## src/hdl/b2da_pkg.sv

```systemverilog
// Shared types and constants for the binary to decimal ASCII unit.
// No dependencies; used by b2da_ctrl, b2da_dpath and the top level.
`default_nettype none

package b2da_pkg;

  localparam int unsigned IN_W       = 64;  // width of the input value port
  localparam int unsigned DIGIT_W    = 4;   // one BCD digit
  localparam int unsigned CHAR_W     = 6;   // ASCII digit code width
  localparam logic [CHAR_W-1:0] ASCII_ZERO = 6'd48;

  // controller -> datapath
  typedef struct packed {
    logic load;     // capture a new value, clear the BCD field
    logic shift;    // one double-dabble step
    logic advance;  // drop the top digit, bring up the next one
  } cmd_t;

  // datapath -> controller
  typedef struct packed {
    logic top_zero; // most significant BCD digit is zero
  } status_t;

endpackage

`default_nettype wire

```

## src/hdl/binary_to_decimal_ascii_unit.sv

```systemverilog
// Binary to decimal ASCII unit, top level: controller plus datapath.
// Depends on b2da_pkg, b2da_ctrl, b2da_dpath.
//
// Sequence: accept the value, run the bit-serial double-dabble shift loop, skip
// leading zeros one digit a cycle, then send the digits one per cycle while out_ready.
// A new value is accepted only after the last digit word of the previous one is taken.
// Reset (rst_n low, synchronous) returns the controller to idle; data regs are not reset.
`default_nettype none

module binary_to_decimal_ascii_unit #(
  parameter int unsigned VALUE_WIDTH = 64
) (
  input  wire                                 clk,
  input  wire                                 rst_n,
  input  wire                                 in_valid,
  output logic                                in_ready,
  input  wire logic [b2da_pkg::IN_W-1:0]      in_value,
  output logic                                out_valid,
  input  wire                                 out_ready,
  output logic [b2da_pkg::CHAR_W-1:0]         out_digit_char,
  output logic                                out_last
);

  // decimal digits needed for VALUE_WIDTH bits: floor(W*log10(2)) + 1
  localparam int unsigned NUM_DIGITS = (VALUE_WIDTH * 30103) / 100000 + 1;

  b2da_pkg::cmd_t              cmd;
  b2da_pkg::status_t           status;
  logic [b2da_pkg::DIGIT_W-1:0] top_digit;

  // FSM: idle -> convert (one bit a cycle) -> skip zeros -> emit words
  b2da_ctrl #(
    .VALUE_WIDTH (VALUE_WIDTH),
    .NUM_DIGITS  (NUM_DIGITS)
  ) u_ctrl (
    .clk       (clk),
    .rst_n     (rst_n),
    .in_valid  (in_valid),
    .in_ready  (in_ready),
    .out_valid (out_valid),
    .out_ready (out_ready),
    .last      (out_last),
    .cmd       (cmd),
    .status    (status)
  );

  // shift registers; the top BCD digit is always the next word to send
  b2da_dpath #(
    .VALUE_WIDTH (VALUE_WIDTH),
    .NUM_DIGITS  (NUM_DIGITS)
  ) u_dpath (
    .clk       (clk),
    .in_value  (in_value),
    .cmd       (cmd),
    .status    (status),
    .top_digit (top_digit)
  );

  // digit to ASCII: '0' plus the BCD value, straight from a register
  assign out_digit_char = b2da_pkg::ASCII_ZERO
                        + {{(b2da_pkg::CHAR_W - b2da_pkg::DIGIT_W){1'b0}}, top_digit};

endmodule

`default_nettype wire

```

## src/hdl/b2da_dpath.sv

```systemverilog
// Datapath: binary shift register and BCD digit field for double dabble.
// Depends on b2da_pkg.
`default_nettype none

module b2da_dpath #(
  parameter int unsigned VALUE_WIDTH = 64,
  parameter int unsigned NUM_DIGITS  = 20
) (
  input  wire                                clk,
  input  wire logic [b2da_pkg::IN_W-1:0]     in_value,
  input  wire b2da_pkg::cmd_t                cmd,
  output b2da_pkg::status_t                  status,
  output logic [b2da_pkg::DIGIT_W-1:0]       top_digit
);

  localparam int unsigned BCD_W = NUM_DIGITS * b2da_pkg::DIGIT_W;
  localparam int unsigned DW    = b2da_pkg::DIGIT_W;

  logic [VALUE_WIDTH-1:0] bin_r, bin_nxt;
  logic [BCD_W-1:0]       bcd_r, bcd_nxt;
  logic [BCD_W-1:0]       bcd_corr;

  // add-3 correction, each digit on its own
  always_comb begin
    for (int g = 0; g < NUM_DIGITS; g++) begin
      if (bcd_r[g*DW +: DW] >= 4'd5) begin
        bcd_corr[g*DW +: DW] = bcd_r[g*DW +: DW] + 4'd3;
      end else begin
        bcd_corr[g*DW +: DW] = bcd_r[g*DW +: DW];
      end
    end
  end

  always_comb begin
    bin_nxt = bin_r;
    bcd_nxt = bcd_r;
    if (cmd.load) begin
      bin_nxt = in_value[VALUE_WIDTH-1:0];
      bcd_nxt = '0;
    end else if (cmd.shift) begin
      bcd_nxt = {bcd_corr[BCD_W-2:0], bin_r[VALUE_WIDTH-1]};
      bin_nxt = {bin_r[VALUE_WIDTH-2:0], 1'b0};
    end else if (cmd.advance) begin
      bcd_nxt = {bcd_r[BCD_W-DW-1:0], {DW{1'b0}}};
    end
  end

  always_ff @(posedge clk) begin
    bin_r <= bin_nxt;
    bcd_r <= bcd_nxt;
  end

  assign top_digit       = bcd_r[BCD_W-1 -: DW];
  assign status.top_zero = (top_digit == '0);

endmodule

`default_nettype wire

```

## src/hdl/b2da_ctrl.sv

```systemverilog
// Controller FSM: sequences conversion, leading-zero skip and digit output.
// Depends on b2da_pkg.
`default_nettype none

module b2da_ctrl #(
  parameter int unsigned VALUE_WIDTH = 64,
  parameter int unsigned NUM_DIGITS  = 20
) (
  input  wire                 clk,
  input  wire                 rst_n,
  input  wire                 in_valid,
  output logic                in_ready,
  output logic                out_valid,
  input  wire                 out_ready,
  output logic                last,
  output b2da_pkg::cmd_t      cmd,
  input  wire b2da_pkg::status_t status
);

  localparam int unsigned BC_W = $clog2(VALUE_WIDTH);
  localparam int unsigned DC_W = $clog2(NUM_DIGITS + 1);
  localparam logic [BC_W-1:0] BIT_LAST  = BC_W'(VALUE_WIDTH - 1);
  localparam logic [DC_W-1:0] DIG_FULL  = DC_W'(NUM_DIGITS);
  localparam logic [DC_W-1:0] DIG_ONE   = DC_W'(1);

  typedef enum logic [1:0] {S_IDLE, S_CONV, S_SKIP, S_EMIT} state_t;

  state_t          state_r, state_nxt;
  logic [BC_W-1:0] bit_cnt_r, bit_cnt_nxt;
  logic [DC_W-1:0] dig_cnt_r, dig_cnt_nxt;

  assign in_ready  = (state_r == S_IDLE);
  assign out_valid = (state_r == S_EMIT);
  assign last      = (dig_cnt_r == DIG_ONE);

  always_comb begin
    state_nxt   = state_r;
    bit_cnt_nxt = bit_cnt_r;
    dig_cnt_nxt = dig_cnt_r;
    cmd         = '0;
    case (state_r)
      S_IDLE: begin
        if (in_valid) begin
          cmd.load    = 1'b1;
          bit_cnt_nxt = '0;
          dig_cnt_nxt = DIG_FULL;
          state_nxt   = S_CONV;
        end
      end
      S_CONV: begin
        cmd.shift   = 1'b1;
        bit_cnt_nxt = bit_cnt_r + 1'b1;
        if (bit_cnt_r == BIT_LAST) begin
          state_nxt = S_SKIP;
        end
      end
      S_SKIP: begin
        // strip leading zeros, keep at least one digit
        if (status.top_zero && !last) begin
          cmd.advance = 1'b1;
          dig_cnt_nxt = dig_cnt_r - 1'b1;
        end else begin
          state_nxt = S_EMIT;
        end
      end
      S_EMIT: begin
        if (out_ready) begin
          if (last) begin
            state_nxt = S_IDLE;
          end else begin
            cmd.advance = 1'b1;
            dig_cnt_nxt = dig_cnt_r - 1'b1;
          end
        end
      end
      default: state_nxt = S_IDLE;
    endcase
  end

  always_ff @(posedge clk) begin
    if (!rst_n) begin
      state_r   <= S_IDLE;
      bit_cnt_r <= '0;
      dig_cnt_r <= '0;
    end else begin
      state_r   <= state_nxt;
      bit_cnt_r <= bit_cnt_nxt;
      dig_cnt_r <= dig_cnt_nxt;
    end
  end

  a_ready_xor_valid: assert property (@(posedge clk) disable iff (!rst_n)
    out_valid |-> !in_ready) else $error("in_ready while a word is pending");

  a_accept_starts_conv: assert property (@(posedge clk) disable iff (!rst_n)
    (in_valid && in_ready) |=> (!in_ready && !out_valid))
    else $error("conversion did not start after accept");

  a_last_frees_input: assert property (@(posedge clk) disable iff (!rst_n)
    (out_valid && out_ready && last) |=> in_ready)
    else $error("input not ready after final word");

  a_digits_contiguous: assert property (@(posedge clk) disable iff (!rst_n)
    (out_valid && out_ready && !last) |=> (out_valid && dig_cnt_r != '0))
    else $error("gap or count underflow inside a digit run");

endmodule

`default_nettype wire

```

## config.mk

```make
export PLATFORM = sky130hd
export DESIGN_NAME = binary_to_decimal_ascii_unit
export DESIGN_NICKNAME = d
export VERILOG_FILES = /design/src/hdl/b2da_pkg.sv /design/src/hdl/binary_to_decimal_ascii_unit.sv /design/src/hdl/b2da_dpath.sv /design/src/hdl/b2da_ctrl.sv
export SDC_FILE = /design/constraint.sdc
export NUM_CORES = 1
export LEC_CHECK = 0
export ABC_CLOCK_PERIOD_IN_PS = 3700
export BUFFER_PORTS_ARGS = -buffer_cell sky130_fd_sc_hd__buf_2
export CAP_MARGIN = 25
export CORE_MARGIN = 2
export CORE_UTILIZATION = 50
export CTS_CLUSTER_DIAMETER = 200
export DETAILED_ROUTE_END_ITERATION = 16
export PLACE_DENSITY = 0.75
export REMOVE_ABC_BUFFERS = 1
export SYNTH_ARGS = -nofsm -noshare
export SYNTH_HDL_FRONTEND = slang
export SYNTH_SLANG_ARGS = --single-unit
```

## constraint.sdc

```tcl
create_clock -name clk -period 3.7 [get_ports clk]
set_clock_uncertainty 0.1 [all_clocks]
set_input_delay 1.11 -clock clk [delete_from_list [all_inputs] [get_ports clk]]
set_output_delay 1.11 -clock clk [all_outputs]
set_load 0.01 [all_outputs]
```

==> impl_metrics.csv, run 1 <==
group,metric,value,unit
place,hpwl,10.70,mm
synthesis,synth-edff-count,64,
synthesis,synth_top_area_frac,0.2113,
grt,overflow,0,
timing,hold_viol_final,0,
synthesis,synthCells,1069,
place,post_dp_cell_area,0.009508,mm2
timing,fin_ws,727.5,ps
timing,slew_headroom,0.4093,
die,die_w,138.9,um
critical_path,path_depth,5,
route,drt_iter0_markers,520,
timing,setup_violations,0,
finish,area_growth,10.97,%
timing,period_share,0.8034,
synthesis,ys_ff_latch,157,
grt,grt_first_pass_wirelength,30.46,mm
cts,clkSinkCount,157,
critical_path,slowest_stage,"or4b_4",
min_path,holdPathStages,2,
die,core-area,0.01790,mm2
critical_path,critPathRequiredTime,2490,ps
route,num_vias,7269,
critical_path,reg2reg_from,"u_ctrl.state_r[0]",
power,p_per_area,876.2,mW/mm2
cts,cts_buffers,17,
status,status,"completed",
job,cap_violations,0,
finish,final_cell_area,0.01009,mm2
route,first_pass_iters,4,
finish,layout-drive-gt1-share,0.1107,
critical_path,end_kind,"output pin",
place,place.gp.congestion,0.7903,
cts,htreeDepth,4,
synthesis,netlist_area,0.009094,mm2
synthesis,ys_types,46,
route,drtAntennaViolNets,0,
grt,grt_pass1_vias,6554,
timing,maxSlewViolCount,0,
power,ir_drop,0.6158,mV
finish,nFillCells,1623,
critical_path,crit_path_max_incr_delay,520,ps
cts,clk_latency,420,ps
synthesis,synth_area_leaders,"edfxtp_1 (21%), dfxtp_1 (20%), nand2_1 (11%)",
synthesis,ys_seq_area_frac,0.4161,
cts,clkTransAtPathRegs,70,ps
synthesis,yosys_warnings,0,
cts,hold_buffers,0,
route,via_per_inst,5.388,
timing,fmax,336.4,MHz
synthesis,synth_top_cell_by_area,"edfxtp_1",
critical_path,path_cells,"inv_1 > ha_1 > or4b_4 > inv_2 > buf_2",
timing,tightest_slew,886.0,ps
power,p_total,8.842,mW
die,dieArea,0.01928,mm2
die,ios,77,
critical_path,ff2ff_path_depth,7,
cts,cts_tree,"yes",
critical_path,crit_start,"u_ctrl.dig_cnt_r[1]",
finish,diodes,0,
timing,hold_slack,370.8,ps
route,drc,0,
grt,grt_max_degree,138,
grt,grt_antenna_before_repair,0,
critical_path,critPathTopFamily,"simple AND/OR/NAND/NOR gates",
critical_path,cp.arrival,1760,ps
min_path,hp-start,"u_ctrl.dig_cnt_r[1]",
finish,nets,1223,
synthesis,syn_area_per_cell,8.507,um2
die,initial_core_util,0.5080,
timing,fin_crit,2973,ps
cts,postCtsSetupRepairBufs,0,
grt,grtUsageTotal,0.1850,
place,dp_slack,1056,ps
synthesis,synth_ff_type,"dfxtp_1",
die,die_h,138.9,um
power,power.leakage,4.110,nW
place,portBuffers,74,
die,fp-row-count,49,
synthesis,ys_async_sr_fraction,0,
route,drt-total-wl,17.58,mm
critical_path,start_kind,"flip-flop",
route,post_drt_wl_per_cell,13.03,um
critical_path,crit_buf_inv,3,
cts,cts.path.max_buffers,2,
cts,cts_resized,0,
min_path,hold_path_class,"reg -> reg",
critical_path,cp_max_fo,4,
timing,rsz0062_at_grt,"no",
cts,root_buffer,"clkbuf_16",
timing,tns,0,ps
critical_path,crit_type,"reg -> out",
[cell usage in the layout (no fill, tap or decap), types with 3 or more instances in the layout]
master / netlist / final
nand3_1: 25 / 25
inv_1: 46 / 46
clkbuf_16: 0 / 17
inv_6: 0 / 4
nand4_1: 3 / 3
clkinv_4: 0 / 4
edfxtp_1: 64 / 64
o211ai_1: 20 / 20
o21ai_0: 33 / 33
xor2_1: 3 / 3
ha_1: 48 / 47
mux2i_1: 59 / 59
xnor2_1: 22 / 22
nand2b_1: 41 / 40
buf_2: 7 / 74
o21ai_1: 52 / 52
nor2_1: 28 / 28
dfxtp_1: 93 / 93
nor3b_1: 21 / 21
buf_12: 0 / 4
a32oi_1: 19 / 19
a21oi_1: 139 / 139
nand2_1: 259 / 258
nor2b_1: 4 / 4
buf_4: 6 / 3
[cells by family (layout without fill, tap and decap cells)]
family,Yosys count,count (layout),synth area share
AO/OA/AOI/OAI,276,276,0.1742
XOR/XNOR,25,25,0.02408
adder cells (fa/ha/maj),48,48,0.06604
buffers and inverters,110,160,0.06123
flip-flops,157,157,0.4161
multiplexers,59,59,0.06494
other,1,2,0.0004124
AND/OR/NAND/NOR,393,393,0.1930
[stage by stage]
step           utilization  std cells
2_1_floorplan            -       1007
3_3_place_gp        0.5311       1317
3_5_place_dp        0.5311       1317
4_1_cts             0.5637       1349
5_1_grt             0.5637       1349
6_report            0.5637       1349
[cell type report]
type | instances | area, um2 | area share
multi-input combinational | 803 | 4788 | 0.4745
clock buffer | 17 | 425.4 | 0.04216
inverter | 47 | 176.4 | 0.01748
clock inverter | 15 | 157.7 | 0.01562
tap | 229 | 286.5 | 0.02839
timing repair buffer | 81 | 473.0 | 0.04687
sequential | 157 | 3784 | 0.3750
[registers in the layout (all words and copies together) (netlist names)]
name and count:
u_ctrl.bit_cnt_r 6, u_ctrl.state_r 2, u_dpath.bcd_r 80, u_dpath.bin_r 64
u_ctrl.dig_cnt_r 5
[cells in the mapped netlist, types with 3 or more instances]
library cell,count
nand2_1,259
a21oi_1,139
dfxtp_1,93
edfxtp_1,64
mux2i_1,59
o21ai_1,52
ha_1,48
inv_1,46
nand2b_1,41
o21ai_0,33
clkbuf_1,29
nor2_1,28
nand3_1,25
xnor2_1,22
nor3b_1,21
o211ai_1,20
a32oi_1,19
buf_6,15
buf_2,7
buf_1,6
buf_4,6
nor2b_1,4
nand4_1,3
xor2_1,3
[where the power goes]
part / switching, mW / total [mW] / internal, mW
clock: 0.774 / 1.72 / 0.951
combinational: 2.26 / 3.82 / 1.57
sequential: 0.578 / 3.30 / 2.72
total: 3.61 / 8.84 / 5.23
[metal layers]
layer | part of all wire | GRT usage | vias up | wire length (um)
met5 | 0 | 0 | - | 0
met4 | 0.0093 | 0.04785 | 0 | 164
met3 | 0.033 | 0.03867 | 16 | 588
met2 | 0.45 | 0.2868 | 111 | 7972
met1 | 0.50 | 0.2654 | 3338 | 8849
li1 | - | - | 3804 | -
[worst paths after layout]
kind	endpoint	slack, ps
min reg2reg	u_ctrl.dig_cnt_r[1]	370
max	out_last	730
max reg2reg	u_dpath.bcd_r[3]	1120
min	u_ctrl.dig_cnt_r[1]	370
[worst min-delay path: cells and delay by family (launching register included)]
family          cells  cell delay, ps
compound gates      1              50
flops               1             320
simple gates        1              60
(Power assumes the default switching activity.)
==> run 2, diff against run 1 <==
Settings changed: ABC_CLOCK_PERIOD_IN_PS 3700 to 3000, PLACE_DENSITY 0.75 to 0.73.
Clock period 3.7 ns to 3 ns, I/O delays scaled along.
==> impl_metrics.csv, run 2 (synthesized netlist as in run 1, its figures left out) <==
group,metric,value,unit
critical_path,path_cells,"inv_1 > ha_1 > or4b_4 > inv_2 > buf_2",
finish,layout_commonest_cell,"nand2_1",
cts,cts_tree,"yes",
timing,slew_headroom,0.5434,
finish,final_cell_area,0.01009,mm2
finish,final_util,0.5637,
place,place.gp.congestion,0.7823,
route,num_vias,7260,
route,post_drt_wl_per_cell,12.95,um
die,die_h,138.9,um
cts,clkSinkCount,157,
place,portBuffers,74,
cts,root_buffer,"clkbuf_16",
cts,cts.path.max_buffers,2,
cts,clk_latency,420,ps
grt,grtUsageTotal,0.1858,
die,fp-row-count,49,
job,cap_violations,0,
finish,reg_top3,"u_dpath.bcd_r x80, u_dpath.bin_r x64, u_ctrl.bit_cnt_r x6",
grt,overflow,0,
grt,grt_pass1_vias,6722,
place,hpwl,10.85,mm
route,drt_iter0_markers,399,
die,core-area,0.01790,mm2
critical_path,cp.arrival,1700,ps
timing,rsz0062_at_grt,"no",
power,p_total,10.85,mW
critical_path,crit_path_max_incr_delay,510,ps
die,dieArea,0.01928,mm2
cts,postCtsSetupRepairBufs,0,
critical_path,critPathTopFamily,"simple AND/OR/NAND/NOR gates",
grt,grt_first_pass_wirelength,30.68,mm
cts,cts_resized,0,
status,status,"completed",
finish,mostFrequentLayoutCells,"nand2_1 (258), a21oi_1 (139), dfxtp_1 (93)",
critical_path,slowest_stage,"or4b_4",
die,initial_core_util,0.5080,
timing,setup_violations,0,
finish,largest_register_ffs,80,
timing,hold_slack,369.1,ps
critical_path,cp_max_fo,4,
power,ir_drop,0.6503,mV
route,drtAntennaViolNets,0,
finish,diodes,0,
cts,clkTransAtPathRegs,60,ps
cts,hold_buffers,0,
finish,layout-drive-gt1-share,0.1115,
finish,max_flop_register,"u_dpath.bcd_r",
place,post_dp_cell_area,0.009528,mm2
finish,nets,1224,
critical_path,start_kind,"flip-flop",
route,first_pass_iters,4,
grt,grt_antenna_before_repair,0,
timing,fmax,369.9,MHz
cts,htreeDepth,4,
finish,area_growth,10.98,%
critical_path,end_kind,"output pin",
power,p_per_area,1075,mW/mm2
cts,cts_buffers,17,
critical_path,crit_type,"reg -> out",
route,drt-total-wl,17.48,mm
die,die_w,138.9,um
timing,hold_viol_final,0,
min_path,hold_path_class,"reg -> reg",
route,drc,0,
timing,fin_crit,2703,ps
power,power.leakage,4.110,nW
timing,maxSlewViolCount,0,
critical_path,crit_buf_inv,3,
timing,tightest_slew,684.9,ps
grt,grt_max_degree,138,
critical_path,critPathRequiredTime,2000,ps
route,via_per_inst,5.378,
die,ios,77,
timing,period_share,0.9011,
==> run 2: path summary, 6_finish.rpt <==
| path | start | endpoint | slack [ps] | cells after the start |
|---|---|---|---|---|
| setup / recovery | u_ctrl.dig_cnt_r[1] | out_last | 300 | 5 |
| hold / removal | u_ctrl.dig_cnt_r[1] | u_ctrl.dig_cnt_r[1] | 370 | 2 |
| setup reg to reg | u_ctrl.state_r[0] | u_dpath.bcd_r[5] | 570 | 8 |
| hold reg to reg | u_ctrl.dig_cnt_r[1] | u_ctrl.dig_cnt_r[1] | 370 | 2 |
==> run 2: per-stage QoR <==
stage	cells	setup TNS (ps)	worst slack (ps)
after floorplan	1007	-327590	-2914
after global routing	1350	0	207.4
after detailed placement	1318	0	624.9
after CTS	1350	0	272.8
after global placement	1318	0	693.5
final	1350	0	296.8
==> run 2: worst register-to-register path: cells and delay by family (launching register included) <==
kind                     cells  cell delay (ps)
adder cells (fa/ha/maj)      1              310
AND/OR/NAND/NOR              1              270
AO/OA/AOI/OAI                4              710
flip-flops                   1              490
buffers and inverters        2              410
==> run 2: layout make-up <==
type | instances | area, um2
inverter | 47 | 176.4
clock buffer | 17 | 425.4
multi-input combinational | 803 | 4788
timing repair buffer | 82 | 493.0
fill | 1621 | 7810
sequential | 157 | 3784
clock inverter | 15 | 138.9
tap | 229 | 286.5
==> run 2: metal layers <==
metal	global-route usage	routed length (um)	vias up
met2	0.3039	8130	115
met4	0.05051	186	0
met3	0.04006	670	15
met1	0.2510	8496	3332
met5	0	0	-
li1	-	-	3798
==> run 2: power by group <==
part           switching [mW]  internal [mW]
logic                    2.79           1.95
clock network           0.893           1.15
registers               0.716           3.35
total                    4.40           6.45
==> run 3, diff against run 2 <==
==> constraint.sdc (replaced) <==
create_clock -name clk -period 3 [get_ports clk]
set_clock_uncertainty 0.1 [all_clocks]
set_input_delay 0.3 -clock clk [delete_from_list [all_inputs] [get_ports clk]]
set_output_delay 0.3 -clock clk [all_outputs]
set_load 0.01 [all_outputs]
==> impl_metrics.csv, run 3 (synthesized netlist as in run 1, its figures left out) <==
group,metric,value,unit
critical_path,end_kind,"flip-flop",
route,drt_iter0_markers,476,
place,dp_slack,589.7,ps
timing,fmax,403.1,MHz
die,die_h,138.9,um
finish,nets,1229,
route,via_per_inst,5.331,
grt,grt_max_degree,138,
grt,use_met2,0.3119,
power,power.leakage,4.131,nW
place,portBuffers,74,
power,ir_drop,0.7592,mV
timing,hold_viol_final,0,
timing,fin_ws,519.2,ps
finish,diodes,0,
place,place.gp.congestion,0.7862,
grt,grt_use_met1,0.2351,
min_path,hp-start,"in_value[29]",
grt,grt_antenna_before_repair,0,
timing,period_share,0.8269,
die,die_w,138.9,um
cts,cts_resized,0,
grt,overflow,0,
cts,htreeDepth,4,
power,p_total,10.85,mW
finish,layout_commonest_cell,"nand2_1",
cts,cts.path.max_buffers,2,
finish,largest_register_ffs,80,
cts,cts_buffers,17,
timing,slew_headroom,0.5996,
timing,rsz0062_at_grt,"no",
route,drtAntennaViolNets,0,
route,num_vias,7223,
die,initial_core_util,0.5080,
cts,root_buffer,"clkbuf_16",
critical_path,start_kind,"flip-flop",
grt,met3_usage,0.03798,
cts,postCtsSetupRepairBufs,0,
grt,grt_first_pass_wirelength,30.30,mm
min_path,hold_path_class,"in -> reg",
finish,layout-drive-gt1-share,0.1119,
route,post_drt_wl_per_cell,12.93,um
cts,clk_latency,430,ps
grt,grt_pass1_vias,6825,
finish,max_flop_register,"u_dpath.bcd_r",
route,drc,0,
finish,area_growth,11.41,%
timing,fin_crit,2481,ps
status,status,"completed",
timing,setup_violations,0,
die,fp-row-count,49,
cts,clkTransAtPathRegs,70,ps
grt,grtUsageTotal,0.1843,
critical_path,crit_start,"u_ctrl.state_r[0]",
die,core-area,0.01790,mm2
route,drt-total-wl,17.52,mm
route,first_pass_iters,4,
cts,clkSinkCount,157,
die,dieArea,0.01928,mm2
finish,final_util,0.5659,
finish,reg_top3,"u_dpath.bcd_r x80, u_dpath.bin_r x64, u_ctrl.bit_cnt_r x6",
critical_path,critPathRequiredTime,3180,ps
cts,cts_tree,"yes",
power,p_per_area,1071,mW/mm2
grt,grt_busiest_layer,"met2",
critical_path,cp.arrival,2660,ps
critical_path,reg2reg_from,"u_ctrl.state_r[0]",
critical_path,crit_type,"reg -> reg",
critical_path,cp_max_fo,137,
timing,tightest_slew,600.6,ps
die,ios,77,
timing,maxSlewViolCount,0,
job,cap_violations,0,
finish,mostFrequentLayoutCells,"nand2_1 (258), a21oi_1 (139), dfxtp_1 (93)",
place,hpwl,10.89,mm
==> run 3: per-layer routing <==
metal | vias to the layer above | share of wire
li1 | 3814 | -
met1 | 3289 | 0.49
met2 | 106 | 0.47
met3 | 14 | 0.035
met4 | 0 | 0.012
met5 | - | 0
==> run 3: final cells by class <==
| cell class | count | area, um2 |
|---|---|---|
| timing repair buffer | 87 | 540.5 |
| tap | 229 | 286.5 |
| sequential | 157 | 3784 |
| fill | 1622 | 7771 |
| clock buffer | 18 | 429.2 |
| inverter | 47 | 176.4 |
| multi-input combinational | 803 | 4788 |
| clock inverter | 14 | 126.4 |
==> run 3: repair_timing <==
item	in CTS	in global routing
setup endpoints to repair	0	0
hold endpoints to repair	4	0
hold buffers	4	0
==> run 3: power breakdown <==
part	switching (mW)	leakage, nW	internal [mW]
Sequential	0.715	1.40	3.35
Clock	0.955	0.268	1.09
Combinational	2.78	2.46	1.96
==> run 3: path summary, 6_finish.rpt <==
kind / end / slack [ps] / cells after the start
hold / removal: u_dpath.bin_r[29] / 20 / 3
hold reg to reg: u_ctrl.dig_cnt_r[1] / 370 / 2
setup reg to reg: u_dpath.bcd_r[30] / 520 / 8
setup / recovery: u_dpath.bcd_r[30] / 520 / 8
==> run 3: metrics by stage <==
step	instances	hold WS, ps	cell area, um2	TNS (ps)
after floorplan	1007	321.7	8717	-327440
after global placement	1319	357.4	9535	0
after detailed placement	1319	370.1	9535	0
after CTS	1355	0.1811	10130	0
after global routing	1355	14.74	10130	0
final	1355	24.47	10130	0
==> run 3: worst max-delay path, cell delays in order, from the launching register on <==
cell and delay (ps):
dfxtp_1 490, inv_1 160, ha_1 300, and4bb_1 260, a21oi_2 250, o22ai_4 130, buf_12 230, o21ai_1 230
a21oi_1 70
